--- src/tfn_pkg.sv ---
package tfn_pkg;

  localparam int COORD_BITS  = 16;
  localparam int NORMAL_BITS = 16;
  localparam int FRAC_BITS   = NORMAL_BITS - 2;
  localparam int EDGE_LIMIT  = 24;
  localparam int EDGE_SHIFT  = (COORD_BITS > EDGE_LIMIT) ? COORD_BITS - EDGE_LIMIT : 0;
  localparam int EDGE_W      = COORD_BITS - EDGE_SHIFT + 1;
  localparam int CROSS_W     = 2 * EDGE_W;
  localparam int MAG_W       = CROSS_W - 1;
  localparam int NORM_LEN    = 31;
  localparam int LEN_W       = $clog2(MAG_W + 1);
  localparam int CHUNKS      = (MAG_W + 7) / 8;
  localparam int SUM_W       = 2 * NORM_LEN + 2;
  localparam int ROOT_W      = SUM_W / 2;
  localparam int REM_W       = ROOT_W + 3;
  localparam int NUM_W       = FRAC_BITS + ROOT_W;
  localparam int QUO_W       = FRAC_BITS + 1;

  typedef struct packed {
    logic signed [COORD_BITS-1:0] v0_x;
    logic signed [COORD_BITS-1:0] v0_y;
    logic signed [COORD_BITS-1:0] v0_z;
    logic signed [COORD_BITS-1:0] v1_x;
    logic signed [COORD_BITS-1:0] v1_y;
    logic signed [COORD_BITS-1:0] v1_z;
    logic signed [COORD_BITS-1:0] v2_x;
    logic signed [COORD_BITS-1:0] v2_y;
    logic signed [COORD_BITS-1:0] v2_z;
    logic                         end_of_mesh;
  } in_word_t;

  typedef struct packed {
    logic signed [NORMAL_BITS-1:0] normal_x;
    logic signed [NORMAL_BITS-1:0] normal_y;
    logic signed [NORMAL_BITS-1:0] normal_z;
    logic                          degenerate;
    logic                          mesh_done;
  } out_word_t;

  typedef struct packed {
    logic signed [EDGE_W-1:0] e1_x;
    logic signed [EDGE_W-1:0] e1_y;
    logic signed [EDGE_W-1:0] e1_z;
    logic signed [EDGE_W-1:0] e2_x;
    logic signed [EDGE_W-1:0] e2_y;
    logic signed [EDGE_W-1:0] e2_z;
    logic                     mesh;
  } edge_word_t;

  typedef struct packed {
    logic [2:0] neg;
    logic       deg;
    logic       mesh;
  } tag_t;

endpackage

--- src/tfn_front.sv ---
module tfn_front (
  input  logic                clk,
  input  logic                rst,
  input  logic                start,
  input  tfn_pkg::in_word_t   in_word,
  input  logic                full,
  output logic                busy,
  output logic                push,
  output tfn_pkg::edge_word_t push_word
);
  import tfn_pkg::*;

  logic       fv;
  edge_word_t ew;

  function automatic logic signed [EDGE_W-1:0] edge_of(
    input logic signed [COORD_BITS-1:0] a,
    input logic signed [COORD_BITS-1:0] b
  );
    logic [COORD_BITS:0] d;
    logic [COORD_BITS:0] m;
    logic [COORD_BITS:0] ms;
    d  = {a[COORD_BITS-1], a} - {b[COORD_BITS-1], b};
    m  = d[COORD_BITS] ? -d : d;
    ms = m >> EDGE_SHIFT;
    return d[COORD_BITS] ? -EDGE_W'(ms) : EDGE_W'(ms);
  endfunction

  assign busy      = fv && full;
  assign push      = fv && !full;
  assign push_word = ew;

  always_ff @(posedge clk) begin
    if (rst) begin
      fv <= 1'b0;
    end else if (start && !busy) begin
      fv <= 1'b1;
    end else if (push) begin
      fv <= 1'b0;
    end
    if (start && !busy) begin
      ew.e1_x <= edge_of(in_word.v0_x, in_word.v1_x);
      ew.e1_y <= edge_of(in_word.v0_y, in_word.v1_y);
      ew.e1_z <= edge_of(in_word.v0_z, in_word.v1_z);
      ew.e2_x <= edge_of(in_word.v2_x, in_word.v1_x);
      ew.e2_y <= edge_of(in_word.v2_y, in_word.v1_y);
      ew.e2_z <= edge_of(in_word.v2_z, in_word.v1_z);
      ew.mesh <= in_word.end_of_mesh;
    end
  end

endmodule

--- config.mk ---
export PLATFORM = sky130hd
export DESIGN_NAME = tfn_front
export DESIGN_NICKNAME = d
export VERILOG_FILES = /design/src/tfn_pkg.sv /design/src/tfn_front.sv
export SDC_FILE = /design/constraint.sdc
export NUM_CORES = 1
export LEC_CHECK = 0
export ABC_AREA = 1
export BUFFER_PORTS_ARGS = -buffer_cell sky130_fd_sc_hd__buf_4
export CELL_PAD_IN_SITES_DETAIL_PLACEMENT = 1
export CELL_PAD_IN_SITES_GLOBAL_PLACEMENT = 2
export CORE_UTILIZATION = 25
export DETAILED_ROUTE_END_ITERATION = 7
export PLACE_DENSITY_LB_ADDON = 0.1
export REMOVE_ABC_BUFFERS = 1
export SKIP_LAST_GASP = 1
export SLEW_MARGIN = 0
export SYNTH_ARGS = -nofsm -noshare
export SYNTH_HDL_FRONTEND = slang
export SYNTH_SLANG_ARGS = --single-unit
--- constraint.sdc ---
create_clock -name clk -period 9.4 [get_ports clk]
set_input_delay 1.88 -clock clk [delete_from_list [all_inputs] [get_ports clk]]
set_output_delay 1.88 -clock clk [all_outputs]
set_load 0.1 [all_outputs]
---- Word-level counts from Yosys, hierarchy flattened ----
Index checks and enable logic that the tools add are counted.
storage, ports and cells
  register bits after elaboration ......... 104
  latch bits .............................. 0
  output and inout bits ................... 105
  RAM bits ................................ 0
  memory bits (read-only) ................. 0
  word-level logic and storage cells ...... 46
  memories ................................ 0
operators by class
  bitwise gates (word level) .............. 0
  eq/ne operators ......................... 0
  shift-type cells ........................ 0
  $add $sub $neg .......................... 18
  multiply operators ...................... 0
  div/mod/pow operators ................... 0
  multiplexer cells ....................... 14
  order comparisons ....................... 0
  reduce and logical (&&, ||, !) cells .... 6
operator list
  cell                          number
  2-to-1 mux 17 bit             12
  negation 17 bit               12
  subtractor 16 x 16 -> 17 bit  6
  logical AND 1 bit             3
  zero test 1 bit               2
  2-to-1 mux 1 bit              2
  nonzero test 2 bit            1

---- Logic depth before layout (Yosys ltp) ----
  word-level depth ........................ 5
  gate-level depth with buffers ........... 28
  depth with buffers taken out ............ 27

---- Worst setup path after synthesis ----
No wires, ideal clock.
  path kind ............................... input to register
  from .................................... input port full
  to ...................................... register ew (netlist bit push_word[0]) (enable)
  stages on the path ...................... 3
  required time ........................... 8.835 ns
  data arrival time ....................... 6.785 ns
  path slack .............................. 2.049 ns
  cells stage by stage .................... nand2_1 inv_1 nor2_1
on the way
  cells in the longest elaborated chain, start to end .. 3
ends and longest elaborated chain
  item               line             text
  start, declared    tfn_front.sv:6   input logic full,
  logical AND 1 bit  tfn_front.sv:29  assign busy = fv && full;
  net busy           tfn_front.sv:7   output logic busy,
  zero test 1 bit    tfn_front.sv:41  if (start && !busy) begin
  logical AND 1 bit  tfn_front.sv:41
  end, declared      tfn_front.sv:14  edge_word_t ew;
The timed path passes the listed nets, and every way through them passes these cells.
A chain may end at the register's enable or synchronous reset.

---- Worst setup path after layout ----
  from .................................... input port in_word[49] (netlist name)
  to ...................................... register ew (netlist bit push_word[66]) (data pin)
on the way
  cells in the longest elaborated chain, start to end .. 5
ends and longest elaborated chain
  item                              line             text
  start, declared                   tfn_front.sv:5   input tfn_pkg::in_word_t in_word,
  subtractor 16 x 16 -> 17 bit (*)  tfn_front.sv:23  d = {a[COORD_BITS-1], a} - {b[COORD_BITS-1], b};
  negation 17 bit                   tfn_front.sv:24  m = d[COORD_BITS] ? -d : d;
  2-to-1 mux 17 bit                 tfn_front.sv:24
  negation 17 bit                   tfn_front.sv:26  return d[COORD_BITS] ? -EDGE_W'(ms) : EDGE_W'(ms);
  2-to-1 mux 17 bit (*)             tfn_front.sv:26
Every way passes the cells marked *; elsewhere a longest branch is shown, timed or not.

==> impl_results.md <==
* Cell taking the most area after synthesis: nand2_1
* Max FO, Critical Path at 39
* Hold Path Class: flip-flop to flip-flop
* Max Cap Viol at 0
* Crit path DAT at 5390 ps
* Main flop type after synthesis: edfxtp_1
* TritonCTS clock tree: built
* Hold wc startpoint: fv$_SDFFE_PP0P_
* Post-CTS sizing at 0
* Final Skew at 11.8 ps
* Setup Fix Bufs, Post-CTS at 0
* Crit path time final at 5220 ps
* Asr flop ratio synth at 0
* FMAX at 0.191 GHz
* Relative slew slack at 0.356
* Reg-to-reg startpoint: fv$_SDFFE_PP0P_
* Register area share after synthesis at 0.200
* RSZ-0062 raised after global routing: false
* Critical path type: input pin to flip-flop
* Cell Area, Synth at 15600 µm²
* Power per cell area at 179 nW/µm²
* CP Launch Point: in_word[49]
* Initial DRC Count at 491
* CTS Buf Count at 9
* Most frequent cells in the layout: nand2_1 (1068), inv_1 (486), nand3_1 (288)
* First-pass GRT wire length at 87600 µm
* R2r worst-path depth at 5
* FF+latch count, synth at 104
* Status: finished, final reports clean
* Pwr Total at 3.32 mW
* Hold Path Depth at 2
* Syn-to-layout area delta at 19.5%
* Die H at 251 µm
* Setup Viol. Count Final at 0
* Rows at 91
* First drt pass iteration count at 5
* Final setup TNS at 0 ps
* Share of layout cells above drive strength 1 at 0.133
* Initial antenna violation count at 3
* Fillers at 8137
* Port-buffer cells at 253
* Slew @ Worst Pin at 966 ps
* Yosys warns at 0
* Sink Count at 104
* Worst Hold End: fv$_SDFFE_PP0P_
* Element type at the critical path start: input pin
* Post-layout nets at 3202
* Syn avg cell area at 5.76 µm²
* Hold Buf Count CTS at 0
* Cell variety after synth at 50
* Clock slew at reported path FFs at 90 ps
* Post-DP HPWL at 46800 µm
* Lkg Pwr at 10.5 nW
* Most common cell after layout, fill and taps aside: nand2_1
* Req. time, crit path at 9570 ps
* Synthesized instance count at 2699
* H-Tree Depth at 3
* DIE AREA at 63200 µm²
* Largest net degree at the start of global routing at 66
* Final ANT Viol Nets at 0
* Peak supply drop at 0.111 mV
* Top post-synthesis cells by area: nand2_1 (26%), edfxtp_1 (20%), inv_1 (12%)
* Top-area cell type share of the netlist area at 0.258
* Clock Latency Late Sink at 390 ps
* DR vias/cell at 4.43
* Starting Density at 0.253
* Routed WL per cell at 14.3 µm
* Final hold viol count at 0
* WL final at 54200 µm
* Num ports at 254
* Flop-to-flop setup slack at 7100 ps
* Fraction of the cycle the final worst path needs at 0.556
* EDFF count, synth at 103
* Die W at 251 µm
* GPL Wtd Cong at 0.824
* Vias at 16800
* Total gr overflow at 0
* Max-slew violation count at 0
* CTS root buffer: clkbuf_16
* CTS max path bufs at 2
* N_diodes at 0
* Reg-to-reg critical path endpoint: push_word[10]$_DFFE_PP_
* Drt drc at 0
* Total Routing Usage GR at 0.172
* Number of global-route vias before repair at 17300
* Crit. End Element: flip-flop
* Core area at 61600 µm²
-- state kept, by name (all words and copies together), names as in the netlist --
| signal | flops |
|---|---|
| push_word | 103 |
| fv | 1 |
-- where the power goes --
part	switching, mW	internal [mW]
logic	1.64	0.578
clock network	0.228	0.183
registers	0.0302	0.662
total	1.90	1.42
-- per-stage QoR --
step	util	setup WS, ps	hold WS (ps)	instance area (µm²)	cells
2_1_floorplan	-	2050	448	15300	2673
3_3_place_gp	0.297	3870	467	18300	3765
3_5_place_dp	0.297	3680	492	18300	3765
4_1_cts	0.302	4140	508	18600	3780
5_1_grt	0.302	3750	536	18600	3780
6_report	0.302	4180	502	18600	3780
-- logic make-up after synthesis --
| group | synth area share |
|---|---|
| adders and majority gates | 0.0946 |
| DFF | 0.200 |
| AOI/OAI and AO/OA | 0.0449 |
| xor gates and xnor gates | 0.0462 |
| buffers and inverters | 0.136 |
| and+or+nand+nor | 0.479 |
-- worst max-delay path by stage --
| stage | depth (start not counted) | slack, ps | to |
|---|---|---|---|
| CTS | 24 | 4140 | push_word[66]$_DFFE_PP_ |
| global placement | 23 | 3870 | push_word[64]$_DFFE_PP_ |
| floorplan | 3 | 2050 | push_word[0]$_DFFE_PP_ |
| finish | 24 | 4180 | push_word[66]$_DFFE_PP_ |
| detailed placement | 23 | 3680 | push_word[64]$_DFFE_PP_ |
| global route | 24 | 3750 | push_word[66]$_DFFE_PP_ |
-- cell usage after synthesis, types with 2 or more instances --
cell type	number
a21o_1	2
a21oi_1	66
a21oi_2	5
and2_1	9
buf_2	9
buf_4	6
buf_6	7
edfxtp_1	103
fa_1	6
ha_1	108
inv_1	486
inv_2	15
inv_4	2
nand2_1	1068
nand2_2	51
nand2_4	5
nand3_1	288
nand3_2	7
nand3b_1	20
nand4_1	31
nor2_1	217
nor2_2	15
nor2_4	4
nor3_1	14
nor3_2	2
nor4_1	3
o211ai_1	2
o21ai_0	20
o21ai_1	15
o21ai_2	5
o21bai_1	3
o31ai_1	2
or2_1	2
or2_2	5
xnor2_1	26
xor2_1	56
-- worst max-delay path, cell delays in order --
cell	delay (ps)
buf_4	140
ha_1	220
fa_1	420
inv_1	110
nand3_1	110
nand2_2	120
nand2_2	60
nand2_2	70
nand3_1	90
nand3_1	180
nand2_2	450
inv_1	350
o21ai_0	140
inv_1	80
ha_1	150
nand3_1	80
nor2_1	190
nand2_1	100
nor2_1	100
nand2_1	70
nand2_2	80
nand3_1	90
nand2_1	80
inv_1	40
-- layer usage --
| layer | wire, µm | global-route usage | vias up |
|---|---|---|---|
| li1 | - | - | 8843 |
| met1 | 24900 | 0.212 | 7692 |
| met2 | 26300 | 0.307 | 179 |
| met3 | 2100 | 0.0314 | 40 |
| met4 | 861 | 0.0439 | 6 |
| met5 | 37 | 0 | - |
-- layout make-up --
| type | instances | area (µm²) | share of cell area |
|---|---|---|---|
| Inverter | 504 | 1900 | 0.102 |
| Tap cell | 837 | 1050 | 0.0563 |
| Clock buffer | 9 | 225 | 0.0121 |
| Timing Repair Buffer | 255 | 1910 | 0.103 |
| Clock inverter | 6 | 50.0 | 0.00269 |
| Multi-Input combinational cell | 2065 | 10300 | 0.556 |
| Sequential cell | 104 | 3110 | 0.167 |
(Power assumes the default switching activity.)
