**src/tfn_pkg.sv**
```systemverilog
package tfn_pkg;

  localparam int COORD_BITS  = 16;
  localparam int NORMAL_BITS = 16;
  localparam int FRAC_BITS   = NORMAL_BITS - 2;
  localparam int EDGE_LIMIT  = 24;
  localparam int EDGE_SHIFT  = (COORD_BITS > EDGE_LIMIT) ? COORD_BITS - EDGE_LIMIT : 0;
  localparam int EDGE_W      = COORD_BITS - EDGE_SHIFT + 1;
  localparam int CROSS_W     = 2 * EDGE_W;
  localparam int MAG_W       = CROSS_W - 1;
  localparam int NORM_LEN    = 31;
  localparam int LEN_W       = $clog2(MAG_W + 1);
  localparam int CHUNKS      = (MAG_W + 7) / 8;
  localparam int SUM_W       = 2 * NORM_LEN + 2;
  localparam int ROOT_W      = SUM_W / 2;
  localparam int REM_W       = ROOT_W + 3;
  localparam int NUM_W       = FRAC_BITS + ROOT_W;
  localparam int QUO_W       = FRAC_BITS + 1;

  typedef struct packed {
    logic signed [COORD_BITS-1:0] v0_x;
    logic signed [COORD_BITS-1:0] v0_y;
    logic signed [COORD_BITS-1:0] v0_z;
    logic signed [COORD_BITS-1:0] v1_x;
    logic signed [COORD_BITS-1:0] v1_y;
    logic signed [COORD_BITS-1:0] v1_z;
    logic signed [COORD_BITS-1:0] v2_x;
    logic signed [COORD_BITS-1:0] v2_y;
    logic signed [COORD_BITS-1:0] v2_z;
    logic                         end_of_mesh;
  } in_word_t;

  typedef struct packed {
    logic signed [NORMAL_BITS-1:0] normal_x;
    logic signed [NORMAL_BITS-1:0] normal_y;
    logic signed [NORMAL_BITS-1:0] normal_z;
    logic                          degenerate;
    logic                          mesh_done;
  } out_word_t;

  typedef struct packed {
    logic signed [EDGE_W-1:0] e1_x;
    logic signed [EDGE_W-1:0] e1_y;
    logic signed [EDGE_W-1:0] e1_z;
    logic signed [EDGE_W-1:0] e2_x;
    logic signed [EDGE_W-1:0] e2_y;
    logic signed [EDGE_W-1:0] e2_z;
    logic                     mesh;
  } edge_word_t;

  typedef struct packed {
    logic [2:0] neg;
    logic       deg;
    logic       mesh;
  } tag_t;

endpackage

```
**src/tfn_queue.sv**
```systemverilog
module tfn_queue (
  input  logic                clk,
  input  logic                rst,
  input  logic                push,
  input  tfn_pkg::edge_word_t push_word,
  output logic                full,
  output logic                pop,
  output tfn_pkg::edge_word_t pop_word
);
  import tfn_pkg::*;

  edge_word_t slot [2];
  logic       wp;
  logic       rp;
  logic [1:0] cnt;

  assign full     = cnt == 2'd2;
  assign pop      = cnt != 2'd0;
  assign pop_word = slot[rp];

  always_ff @(posedge clk) begin
    if (rst) begin
      wp  <= 1'b0;
      rp  <= 1'b0;
      cnt <= 2'd0;
    end else begin
      if (push) begin
        wp <= !wp;
      end
      if (pop) begin
        rp <= !rp;
      end
      cnt <= cnt + 2'(push) - 2'(pop);
    end
    if (push) begin
      slot[wp] <= push_word;
    end
  end

endmodule

```
**config.mk**
```make
export PLATFORM = sky130hd
export DESIGN_NAME = tfn_queue
export DESIGN_NICKNAME = d
export VERILOG_FILES = /design/src/tfn_pkg.sv /design/src/tfn_queue.sv
export SDC_FILE = /design/constraint.sdc
export NUM_CORES = 1
export LEC_CHECK = 0
export BUFFER_PORTS_ARGS = -buffer_cell sky130_fd_sc_hd__buf_4
export CORE_UTILIZATION = 40
export DETAILED_ROUTE_END_ITERATION = 10
export HOLD_SLACK_MARGIN = 0.06
export PLACE_DENSITY = 0.69
export REMOVE_ABC_BUFFERS = 1
export SLEW_MARGIN = 30
export SYNTH_ARGS = -nofsm -noshare
export SYNTH_HDL_FRONTEND = slang
export SYNTH_SLANG_ARGS = --single-unit
```
**constraint.sdc**
```tcl
create_clock -name clk -period 6.3 [get_ports clk]
set_clock_uncertainty 0.15 [all_clocks]
set_input_delay 0.315 -clock clk [delete_from_list [all_inputs] [get_ports clk]]
set_output_delay 0.315 -clock clk [all_outputs]
set_load 0.01 [all_outputs]
```
* Word-level counts from Yosys, hierarchy flattened
Memories as Yosys holds them, arrays and structs flattened. A register that Yosys moved wholly into a read port is not among the register bits.
Cells that the tools add are included.
** Word-level totals
- Flip-flop bits (word level) :: 4
- RAM bits :: 206
- Output and inout port bits :: 105
- Logic and storage cells :: 14
- Memories :: 1
** Memory list
- slot :: depth 2, width 103, read ports 1, clocked after memory_dff 1, wr ports 1, line tfn_queue.sv:12 : edge_word_t slot [2];
** Cells by class
- Add/sub/neg operators :: 2
- Equality and inequality tests :: 1
- Mux-type cells :: 4
- Reduce and logical (&&, ||, !) cells :: 3
** Operators by type and width (number)
- two-way mux 1 bit :: 4
- adder 2 x 1 -> 2 bit :: 1
- == test 2 bit (second input constant) :: 1
- logical NOT 1 bit :: 2
- nonzero test 2 bit :: 1
- subtractor 2 x 1 -> 2 bit :: 1

* Longest topological paths before layout
Gate-level depths: netlist of the first run.
- Depth in word-level cells :: 3
- Depth in mapped cells :: 4
- Mapped depth without buffers :: 4

* Least setup slack after synthesis of the first run
OpenSTA, ideal clock, no wires.
- Path type :: flip-flop to flip-flop
- From :: reg wp
- To :: mem slot[0][0] in the netlist's numbering, enable pin
- Library setup time :: 0.578 ns
- Arrival :: 4.887 ns
- Path slack :: 0.685 ns
- Cell stages (with the launch flop) :: 2
- Buffers on the path :: 0
- Cells stage by stage :: dfxtp_1 nor2b_1
** RTL lines
- start: declaration :: line tfn_queue.sv:13 : logic wp;
- start signal: assignment :: line tfn_queue.sv:28 : wp <= !wp;
- end: declaration :: line tfn_queue.sv:12
Straight into the memory's write port.

==> impl_metrics.toml, run 1 <==
[run_status]
status = "finished clean"

[worst_hold_path]
min_from = "push_word[70]"
hp-class = "input port to flip-flop"

[final_layout]
final_cells = 921
nNetsFinal = 779
nFillCells = 1325
area_growth_pct = 47.4
drive_gt1_share_pct = 51.7

[pwr]
ir_worst_vdd_mv = 0.204
p_seq_share_pct = 48.7
share_comb_of_total_power_pct = 11.3
power.switching_uw = 691
clockPowerShare_pct = 40.0
p_int_mw = 2.72
p_per_area_mw_per_mm2 = 302
swShare_pct = 20.3
power_leakage_nw = 4.24

[synth]
syn_inst = 341
ys_top_cells_by_count = "edfxtp_1 (206), mux2_2 (103), buf_6 (7), dfxtp_1 (5), nor2b_1 (4)"
yosys_most_used_dff = "edfxtp_1"
ys_seq_elements = 211
synth.largest_area_cell = "edfxtp_1"
yosys_warnings = 0
synth.top_cell.area_share_pct = 80.8
synth.yosys.seq_area_share_pct = 82.1
synthArstFlopShare_pct = 0
yosysMostFrequentCell = "edfxtp_1"
netlist_area_mm2 = 0.00765
synth_area_leaders = "edfxtp_1 (81%), mux2_2 (15%), dfxtp_1 (1.3%)"
synth-edff-count = 206
avgSynthCellArea_um2 = 22.4
synth.distinct_cells = 17

[sta]
hold_viol = 0
rsz0062_at_grt = "no"
slew_headroom_pct = 38.8
clock.fmax_mhz = 327
worst_slew_pin_slew_ns = 0.919
period_share_pct = 48.5
slew_violations = 0
setup_tns_ns = 0
layout_min_cycle_time_ns = 3.05
setup_viol = 0

[setup_path]
worst_ep_required_time_ns = 5.83
timing_worst_setup_path_type = "flip-flop to primary output"
cp-start-kind = "flip-flop"
end_kind = "primary output"
reg2reg_from = "wp$_SDFFE_PP0P_"
arrival_ns = 2.59
cpPeakStageDelay_ns = 0.75
path_cells = "buf_4 -> mux2_2 -> buf_4"
critPathSlowestCell = "buf_4"
path_common_cell = "buf_4"
cp_max_fo = 69

[global_routing]
overflow = 0
grt_pass1_vias = 4621
antenna_found_initial = 0
grt_max_degree = 70
grt_first_pass_wirelength_um = 23600
track_usage_pct = 15.3

[floorplan]
die-area_mm2 = 0.0197
initial_core_util_pct = 40.9
pin_count = 211
die_x_um = 140
coreArea_mm2 = 0.0187
fp.dieH_um = 140
rows = 50

[placed_design]
gp_congestion = 0.720
hpwl_um = 9130
place_inst = 778
portBuffers = 210

[route]
drc = 0
drt_iter0_markers = 198
routedWlPerCell_um = 16.7
detail-route-antenna-nets = 0
avgViaCountPerCell = 4.68
wl_um = 15400
drt_pass1_iterations = 4
vias = 4311

[clocking]
cts_max_level = 1
cts_setup_buffers = 0
cts_made_buffers = 21
cts.sinks = 211
path_clk_slew_ns = 0.06
cts_tree = "done"
root_buffer = "clkbuf_16"
clockBufferDepth = 3
clock_latency_ns = 0.48

[job]
max_cap_viol_count = 0
## power groups by stage
stage	Sequential [mW]	Clock, mW	Combinational, mW
2_1_floorplan	1.70	0	0.143
3_3_place_gp	1.69	0	0.326
3_5_place_dp	1.69	0	0.332
4_1_cts	1.66	1.40	0.388
5_1_grt	1.67	1.45	0.410
6_report	1.66	1.36	0.384
## final timing paths
path / cells past startpoint / slack (ns) / to
setup / recovery: 3 / 3.25 / pop_word[0]
hold / removal: 2 / 0.40 / slot[0][70]$_DFFE_PP_
setup reg to reg: 2 / 3.93 / slot[1][8]$_DFFE_PP_
hold reg to reg: 2 / 0.41 / cnt[1]$_SDFF_PP0_
## placed cells by master, fill, tap and decap left out, types with 2 or more instances in the layout
master	netlist	final
buf_4	1	214
bufinv_16	0	6
clkbuf_1	0	2
clkbuf_16	0	21
clkinv_1	0	2
clkinv_2	0	2
clkinv_4	0	3
dfxtp_1	5	4
dlygate4sd3_1	0	105
edfxtp_1	206	206
mux2_2	103	103
nor2b_1	4	3
nor3_1	3	3
## critical path, delay by kind of cell (launching register included)
| family | cells | cell delay [ns] |
|---|---|---|
| DFF | 1 | 0.64 |
| muxes | 1 | 0.44 |
| buffers and inverters | 2 | 0.90 |
## state kept, by name, summed over array words and instances (netlist names), named ones only
name	cells
cnt	2
rp	1
slot	206
wp	1
## metrics by stage
step / instance area [um2] / worst slack, ns / hold slack [ns] / total power, mW / util, %
finish: 11300 / 3.25 / 0.404 / 3.41 / 60.3
global placement: 9470 / 3.78 / 0.350 / 2.01 / 50.6
CTS: 11300 / 3.21 / 0.382 / 3.45 / 60.3
global route: 11300 / 3.10 / 0.391 / 3.52 / 60.3
floorplan: 7550 / 0.685 / 0.234 / 1.84 / -
detailed placement: 9470 / 3.74 / 0.353 / 2.02 / 50.6
## kinds of logic (layout without fill, tap and decap cells)
logic type                 after synthesis  count (layout)  share of synthesized area, %
AOI/OAI and AO/OA                        3               3                         0.294
and+or+nand+nor                         11              11                         0.834
buffers and inverters                   11             356                          1.32
adders and majority gates                1               1                         0.163
muxes                                  103             103                          15.2
DFF                                    211             211                          82.1
xor gates and xnor gates                 1               1                         0.114
other                                    0               1                             0
## area by class of cell
class	instances	area (um2)	share of cell area, %
Sequential cell	211	6290	55.7
Timing Repair Buffer	319	2660	23.6
Multi-Input combinational cell	119	1280	11.3
Clock buffer	23	533	4.72
Tap cell	234	293	2.59
Clock inverter	14	231	2.05
Antenna cell	1	2.50	0.0222
## routing by layer
layer,routed length (um),global-route usage [%],up-vias
met5,0,0,-
met4,224,4.28,0
met3,902,3.42,18
met2,8080,27.7,140
met1,6160,18.3,2128
li1,-,-,2025
## repair_timing
item	CTS	global route
hold buffers	105	0
gates resized for setup	0	0
endpoints found under the hold margin	211	0
(Power assumes the default switching activity.)
==> inputs of run 2 (changes only) <==
--- a/config.mk
+++ b/config.mk
@@ -5,11 +5,12 @@
 export SDC_FILE = /design/constraint.sdc
 export NUM_CORES = 1
 export LEC_CHECK = 0
+export ABC_AREA = 1
 export BUFFER_PORTS_ARGS = -buffer_cell sky130_fd_sc_hd__buf_4
 export CORE_UTILIZATION = 40
 export DETAILED_ROUTE_END_ITERATION = 10
 export HOLD_SLACK_MARGIN = 0.06
-export PLACE_DENSITY = 0.69
+export PLACE_DENSITY = 0.71
 export REMOVE_ABC_BUFFERS = 1
 export SLEW_MARGIN = 30
 export SYNTH_ARGS = -nofsm -noshare
==> constraint.sdc (replaced) <==
create_clock -name clk -period 2.63 [get_ports clk]
set_clock_uncertainty 0.15 [all_clocks]
set_input_delay 0.1315 -clock clk [delete_from_list [all_inputs] [get_ports clk]]
set_output_delay 0.1315 -clock clk [all_outputs]
set_load 0.01 [all_outputs]
==> impl_metrics.toml, run 2 <==
[final_layout]
fin_util_pct = 59.6
final_cell_mix = "buf_4 (212), edfxtp_1 (206), inv_1 (109)"
largest_reg_flops = 206
area_growth_pct = 45.6
top_regs = "slot (206), cnt (2)"
drive_gt1_share_pct = 32.4
diodes = 0
regMostFlops = "slot"
final_common_cell = "buf_4"
nNetsFinal = 999

[global_routing]
overflow = 0
antenna_found_initial = 0
grt_max_degree = 111
track_usage_pct = 15.7
grt_pass1_vias = 5147
grt_first_pass_wirelength_um = 25000

[synth]
avgSynthCellArea_um2 = 14.1
yosysMostFrequentCell = "edfxtp_1"
yosys_warnings = 0
netlist_area_mm2 = 0.00802
yosys_most_used_dff = "edfxtp_1"
synth-edff-count = 206
ys_top_cells_by_count = "edfxtp_1 (206), inv_1 (110), nand2_1 (107), o21ai_0 (56), o21ai_2 (37)"
synth.largest_area_cell = "edfxtp_1"
synth_area_leaders = "edfxtp_1 (77%), inv_1 (5.1%), nand2_1 (5.0%)"
synth.top_cell.area_share_pct = 77.1
synth.distinct_cells = 17
ys_seq_elements = 211
synth.yosys.seq_area_share_pct = 78.3
synthArstFlopShare_pct = 0
syn_inst = 568

[clocking]
cts_made_buffers = 22
cts_setup_buffers = 0
path_clk_slew_ns = 0.06
cts.sinks = 211
cts_max_level = 1
root_buffer = "clkbuf_16"
clock_latency_ns = 0.49
clockBufferDepth = 3
cts_tree = "done"
post_cts_resize_count = 0

[sta]
layout_min_cycle_time_ns = 1.97
worst_slew_pin_slew_ns = 0.650
slew_headroom_pct = 56.7
slew_violations = 0
whs_ns = 0.216
clock.fmax_mhz = 507
setup_viol = 0
hold_viol = 0
rsz0062_at_grt = "no"
period_share_pct = 75.0
setup_tns_ns = 0

[placed_design]
gp_congestion = 0.705
hpwl_um = 9810
portBuffers = 210

[route]
drc = 0
drt_pass1_iterations = 4
detail-route-antenna-nets = 0
wl_um = 16500
vias = 5180
avgViaCountPerCell = 4.42
drt_iter0_markers = 170
routedWlPerCell_um = 14.1

[pwr]
power_leakage_nw = 4.79
ir_worst_vdd_mv = 0.553
p_per_area_mw_per_mm2 = 689

[run_status]
status = "finished clean"

[floorplan]
rows = 51
die-area_mm2 = 0.0206
initial_core_util_pct = 41.0
coreArea_mm2 = 0.0196
die_x_um = 144
fp.dieH_um = 144
pin_count = 211

[setup_path]
worst_ep_required_time_ns = 2.35
cp-start-kind = "flip-flop"
end_kind = "primary output"
timing_worst_setup_path_type = "flip-flop to primary output"
r2r_setup_slack_ns = 0.98
cp_max_fo = 110
arrival_ns = 1.69

[job]
max_cap_viol_count = 0

[worst_hold_path]
hp-class = "input port to flip-flop"
-- run 2: routing by layer --
| metal | wire (um) | vias up | track usage [%] |
|---|---|---|---|
| met4 | 357 | 0 | 4.70 |
| met5 | 0 | - | 0 |
| met3 | 1010 | 28 | 4.10 |
| li1 | - | 2574 | - |
| met1 | 6600 | 2423 | 18.0 |
| met2 | 8550 | 155 | 28.7 |
-- run 2: through the flow --
| step | setup WS, ns | power [mW] | cell area, um2 | std cells |
|---|---|---|---|---|
| 6_report | 0.656 | 8.05 | 11700 | 1173 |
| 5_1_grt | 0.515 | 8.36 | 11700 | 1173 |
| 4_1_cts | 0.637 | 8.12 | 11700 | 1173 |
| 3_5_place_dp | 0.988 | 4.82 | 9860 | 1027 |
| 3_3_place_gp | 1.02 | 4.80 | 9860 | 1027 |
| 2_1_floorplan | -2.69 | 4.37 | 7820 | 545 |
-- run 2: power by group --
part | switching [mW] | internal, mW | total, mW
clock | 1.20 | 1.96 | 3.16
sequential | 0.0416 | 3.89 | 3.93
combinational | 0.471 | 0.481 | 0.952
-- run 2: kinds of logic (layout without fill, tap and decap cells) --
group | after synthesis | in the layout | share of synthesized area (%)
adders and majority gates | 1 | 1 | 0.156
DFF | 211 | 211 | 78.3
buffers and inverters | 133 | 473 | 7.69
and+or+nand+nor | 119 | 119 | 5.60
AOI/OAI and AO/OA | 104 | 104 | 8.22
-- run 2: layout make-up --
class | instances | area [um2]
multi-input combinational | 224 | 1130
clock buffer | 31 | 666
fill | 1479 | 7910
timing repair buffer | 323 | 2750
inverter | 110 | 415
sequential | 211 | 6290
tap | 265 | 332
clock inverter | 9 | 100
-- run 2: final timing paths --
kind              cells after the start               endpoint         startpoint
hold / removal                        2  slot[1][51]$_DFFE_PP_      push_word[51]
setup / recovery                      3           pop_word[14]          flip-flop
setup reg to reg                      6      cnt[0]$_SDFF_PP0_  cnt[1]$_SDFF_PP0_
hold reg to reg                       3        rp$_SDFFE_PP0P_    rp$_SDFFE_PP0P_
-- run 2: worst max-delay path: stages (launching register included) --
cell and delay [ns]:
dfxtp_4 0.37, buf_12 0.36, o21ai_0 0.25, buf_4 0.20
-- run 2: timing repair --
| item | 4_1_cts | 5_1_grt |
|---|---|---|
| endpoints found under the hold margin | 211 | 0 |
| hold buffers | 106 | 0 |
| setup endpoints to repair | 0 | 0 |
